`src/bstk_pkg.sv`:
```
// shared types and constants for the bounded sorted top-k table
package bstk_pkg;

  // operation codes carried in the input tuser
  localparam logic [2:0] KIND_ADD    = 3'd0;
  localparam logic [2:0] KIND_FIND   = 3'd1;
  localparam logic [2:0] KIND_ADD_IF = 3'd2;
  localparam logic [2:0] KIND_CLEAR  = 3'd3;
  localparam logic [2:0] KIND_READ   = 3'd4;

  localparam int IN_DATA_W  = 136;
  localparam int OUT_DATA_W = 152;

  // one table record
  typedef struct packed {
    logic signed [31:0] score;
    logic [31:0]        name;
    logic [31:0]        stamp;
    logic [31:0]        random;
  } rec_t;

  // commands broadcast from the controller to every cell
  typedef struct packed {
    logic eval;   // register compare flags against the candidate
    logic upd;    // apply insert and shift
    logic clr;    // empty the table
  } cell_ctl_t;

  typedef enum logic {
    ST_IDLE,
    ST_EVAL
  } state_t;

endpackage

```
`src/bstk_cell.sv`:
```
// one slot of the sorted table: holds a record, compares it, shifts from its left neighbor
module bstk_cell (
  input  logic                clk,
  input  logic                rst,
  input  bstk_pkg::cell_ctl_t ctl,
  input  bstk_pkg::rec_t      cand,
  input  bstk_pkg::rec_t      left_rec,
  input  logic                left_valid,
  input  logic                left_ge,
  output bstk_pkg::rec_t      rec,
  output logic                valid,
  output logic                ge,
  output logic                match
);
  import bstk_pkg::*;

  logic take;

  // a slot that does not keep its entry either takes the candidate or its neighbor's entry
  assign take = ctl.upd && !ge;

  // valid bit
  always_ff @(posedge clk) begin
    if (rst) begin
      valid <= 1'b0;
    end else if (ctl.clr) begin
      valid <= 1'b0;
    end else if (take) begin
      valid <= left_ge ? 1'b1 : left_valid;
    end
  end

  // record payload
  always_ff @(posedge clk) begin
    if (take) begin
      rec <= left_ge ? cand : left_rec;
    end
  end

  // compare flags: entry stays in place, entry equals candidate
  always_ff @(posedge clk) begin
    if (rst) begin
      ge    <= 1'b0;
      match <= 1'b0;
    end else if (ctl.eval) begin
      ge    <= valid && !(rec.score < cand.score);
      match <= valid && (rec == cand);
    end
  end

endmodule

```
`config.mk`:
```
export PLATFORM = sky130hd
export DESIGN_NAME = bstk_cell
export DESIGN_NICKNAME = d
export VERILOG_FILES = /design/src/bstk_pkg.sv /design/src/bstk_cell.sv
export SDC_FILE = /design/constraint.sdc
export NUM_CORES = 1
export LEC_CHECK = 0
export ABC_AREA = 0
export BUFFER_PORTS_ARGS = -buffer_cell sky130_fd_sc_hd__buf_2
export CAP_MARGIN = 20
export CORE_AREA = 2 2 152 154
export CTS_CLUSTER_DIAMETER = 150
export DETAILED_ROUTE_END_ITERATION = 7
export DIE_AREA = 0 0 154 156
export PLACE_DENSITY = 0.69
export SYNTH_ARGS = -nofsm -noshare
export SYNTH_HDL_FRONTEND = slang
export SYNTH_SLANG_ARGS = --single-unit
```
`constraint.sdc`:
```
create_clock -name clk -period 10.2 [get_ports clk]
set_input_delay 2.04 -clock clk [delete_from_list [all_inputs] [get_ports clk]]
set_output_delay 2.04 -clock clk [all_outputs]
set_load 0.005 [all_outputs]
```
==> reports/metrics.yaml <==
outcome: "completed"
placedCellCount: 1262
powerDensity_mw_per_mm2: 148
worst-path-buf-inv: 3
fin_skew_ns: 0.00825
clock_insertion_delay_worst_skew_ns: 0.42
place.gp.congestion: 0.827
yosys_warnings: 0
netlist.area_leader.share: 0.507
htree_levels: 4
r2r_cells: 3
rsz0062_at_grt: "no"
syn-cell-area_sq_mm: 0.00758
tns_ns: 0
rows: 55
ys.flop_type: "edfxtp_1"
drt_iter0_markers: 298
required_ns: 10.24
final-instance-count-excl-fill: 1294
grt_first_pass_wirelength_microns: 37200
end_kind: "flop"
cts_sinks: 131
crit_top_cell: "buf_4"
finalSetupViolCount: 0
grt_pass1_vias: 6507
critical_path_class: "primary input to flop"
synth.distinct_cells: 32
p_leak_uw: 0.00466
ctsResizeCount: 0
synth_cells: 591
hp-class: "flop to flop"
num_vias: 6285
slowest_stage: "buf_4"
yosys-top-cells-area: "edfxtp_1, mux2_2, ha_1"
grt_start_max_net_pins: 70
die_h_microns: 156
cpPeakStageDelay_ns: 0.82
ys_async_sr_fraction: 0
slew_headroom: 0.327
clk_path_buf_depth: 2
timing.final.crit_share: 0.377
io_pins: 394
worst-path-max-fanout: 68
drc: 0
drive_above_1_share: 0.553
antenna_found_initial: 1
grt_usage: 0.208
startpoint_type: "primary input"
core-area_sq_mm: 0.0224
syn2layout_area_growth_pct: 38.4
drt-total-wl_microns: 25800
vias_per_cell: 4.86
finalHoldViolCount: 0
cts_tree: "done"
layout.nets: 1291
diodes: 0
die_w_microns: 154
syn_avg_cell_area_sq_um: 12.8
io_buffers: 393
min_period_ns: 3.85
initial_utilization: 0.339
ant_nets: 0
synth_edf_count: 128
max_freq_mhz: 260
r2r-end: "rec[1]"
endpoint: "rec[1]"
crit_path_start: "ctl[1]"
fin_hold_ws_ns: 0.522
hold_buffers: 0
slew_violations: 0
rr_startpoint: "ge"
root_buffer: "clkbuf_16"
wire_per_inst_microns: 20.0
cts_buffers: 17
synthTopCellsByCount: "edfxtp_1, mux2_2, inv_1"
rrSetupSlack_ns: 7.72
tightest_slew_ns: 0.984
peakVddDrop_uv: 93.3
cap_violations: 0
drt-pass1-iter-count: 4
hpwlAfterDp_microns: 21100
synth_nets: 886
yosys_register_bits: 131
fp.dieArea_sq_mm: 0.0240
postCtsSetupRepairBufs: 0
crit_family: "buffers and inverters"
crit_cells: 4
synth_top_area_cell: "edfxtp_1"
arrival_ns: 3.88
ys_seq_area_frac: 0.515
overflow: 0
crit_chain: "buf_2 > nor2b_4 > buf_4 > buf_4"
clk_pin_slew_ns: 0.06
cells in the final DEF (no fill, tap or decap), drive strengths merged, types with 3 or more instances in the layout:
| master | instances |
|---|---|
| a2111oi | 15 |
| clkbuf | 18 |
| ha | 32 |
| a221oi | 4 |
| dfxtp | 3 |
| nand4 | 21 |
| clkinv | 4 |
| xnor2 | 19 |
| nor4 | 7 |
| xor2 | 24 |
| nor2 | 6 |
| clkinvlp | 3 |
| a21oi | 17 |
| nand2 | 9 |
| nor3 | 4 |
| nor2b | 44 |
| edfxtp | 128 |
| nand2b | 22 |
| o2111a | 7 |
| inv | 66 |
| buf | 400 |
| mux2 | 128 |
| o22ai | 3 |
| o21ai | 3 |
| or4 | 3 |
| nand3 | 5 |
worst min-delay path by stage:
stage	start	endpoint	slack, ns	cells after the start
2_1_floorplan	match	match	0.46	2
3_3_place_gp	valid	valid	0.51	2
3_5_place_dp	valid	valid	0.52	2
4_1_cts	valid	valid	0.52	2
5_1_grt	valid	valid	0.57	2
6_report	valid	valid	0.52	2
sequential cells by signal, summed over array words and instances, names as in the netlist:
signal,cells
rec,128
match,1
valid,1
ge,1
metrics by stage:
step,cell area [sq um],worst slack (ns),power (uW),util
after global placement,9910,5.86,939,0.443
after CTS,10500,6.37,1570,0.469
after detailed placement,9920,5.95,943,0.443
final,10500,6.35,1550,0.469
after global routing,10500,6.25,1610,0.469
after floorplan,7580,1.47,803,-
layout make-up:
| class | instances | area [sq um] |
|---|---|---|
| clock buffers | 18 | 429 |
| clock inverters | 14 | 153 |
| fillers | 2094 | 11900 |
| inverters | 61 | 229 |
| multi-input cells | 385 | 3400 |
| flip-flops and latches | 131 | 3900 |
| well taps | 285 | 357 |
| repair buffers | 400 | 2020 |
cell families (layout without fill, tap and decap cells):
kind of cell,count (synthesis),after routing,synth area share
flops,131,131,0.515
fa+ha+maj,32,32,0.0528
compound gates,58,58,0.0584
mux,128,128,0.190
buf+inv,75,493,0.0371
xor+xnor,43,43,0.0497
simple gates,124,124,0.0970
layer usage:
| metal | up-vias | wire length [microns] | global-route usage |
|---|---|---|---|
| met5 | - | 13 | 0 |
| met4 | 2 | 386 | 0.0490 |
| met3 | 28 | 1660 | 0.0561 |
| met2 | 270 | 13500 | 0.385 |
| met1 | 2961 | 10300 | 0.239 |
| li1 | 3024 | - | - |
worst register-to-register path: stages (launching register included):
cell and delay, ns:
dfxtp_1 0.34, nor2b_4 0.10, buf_4 0.65, buf_4 0.91
power by group:
part           switching [uW]  total (uW)  internal (uW)
registers                26.3         667            641
clock network             257         620            364
logic                     125         261            136
(Power assumes the default switching activity.)
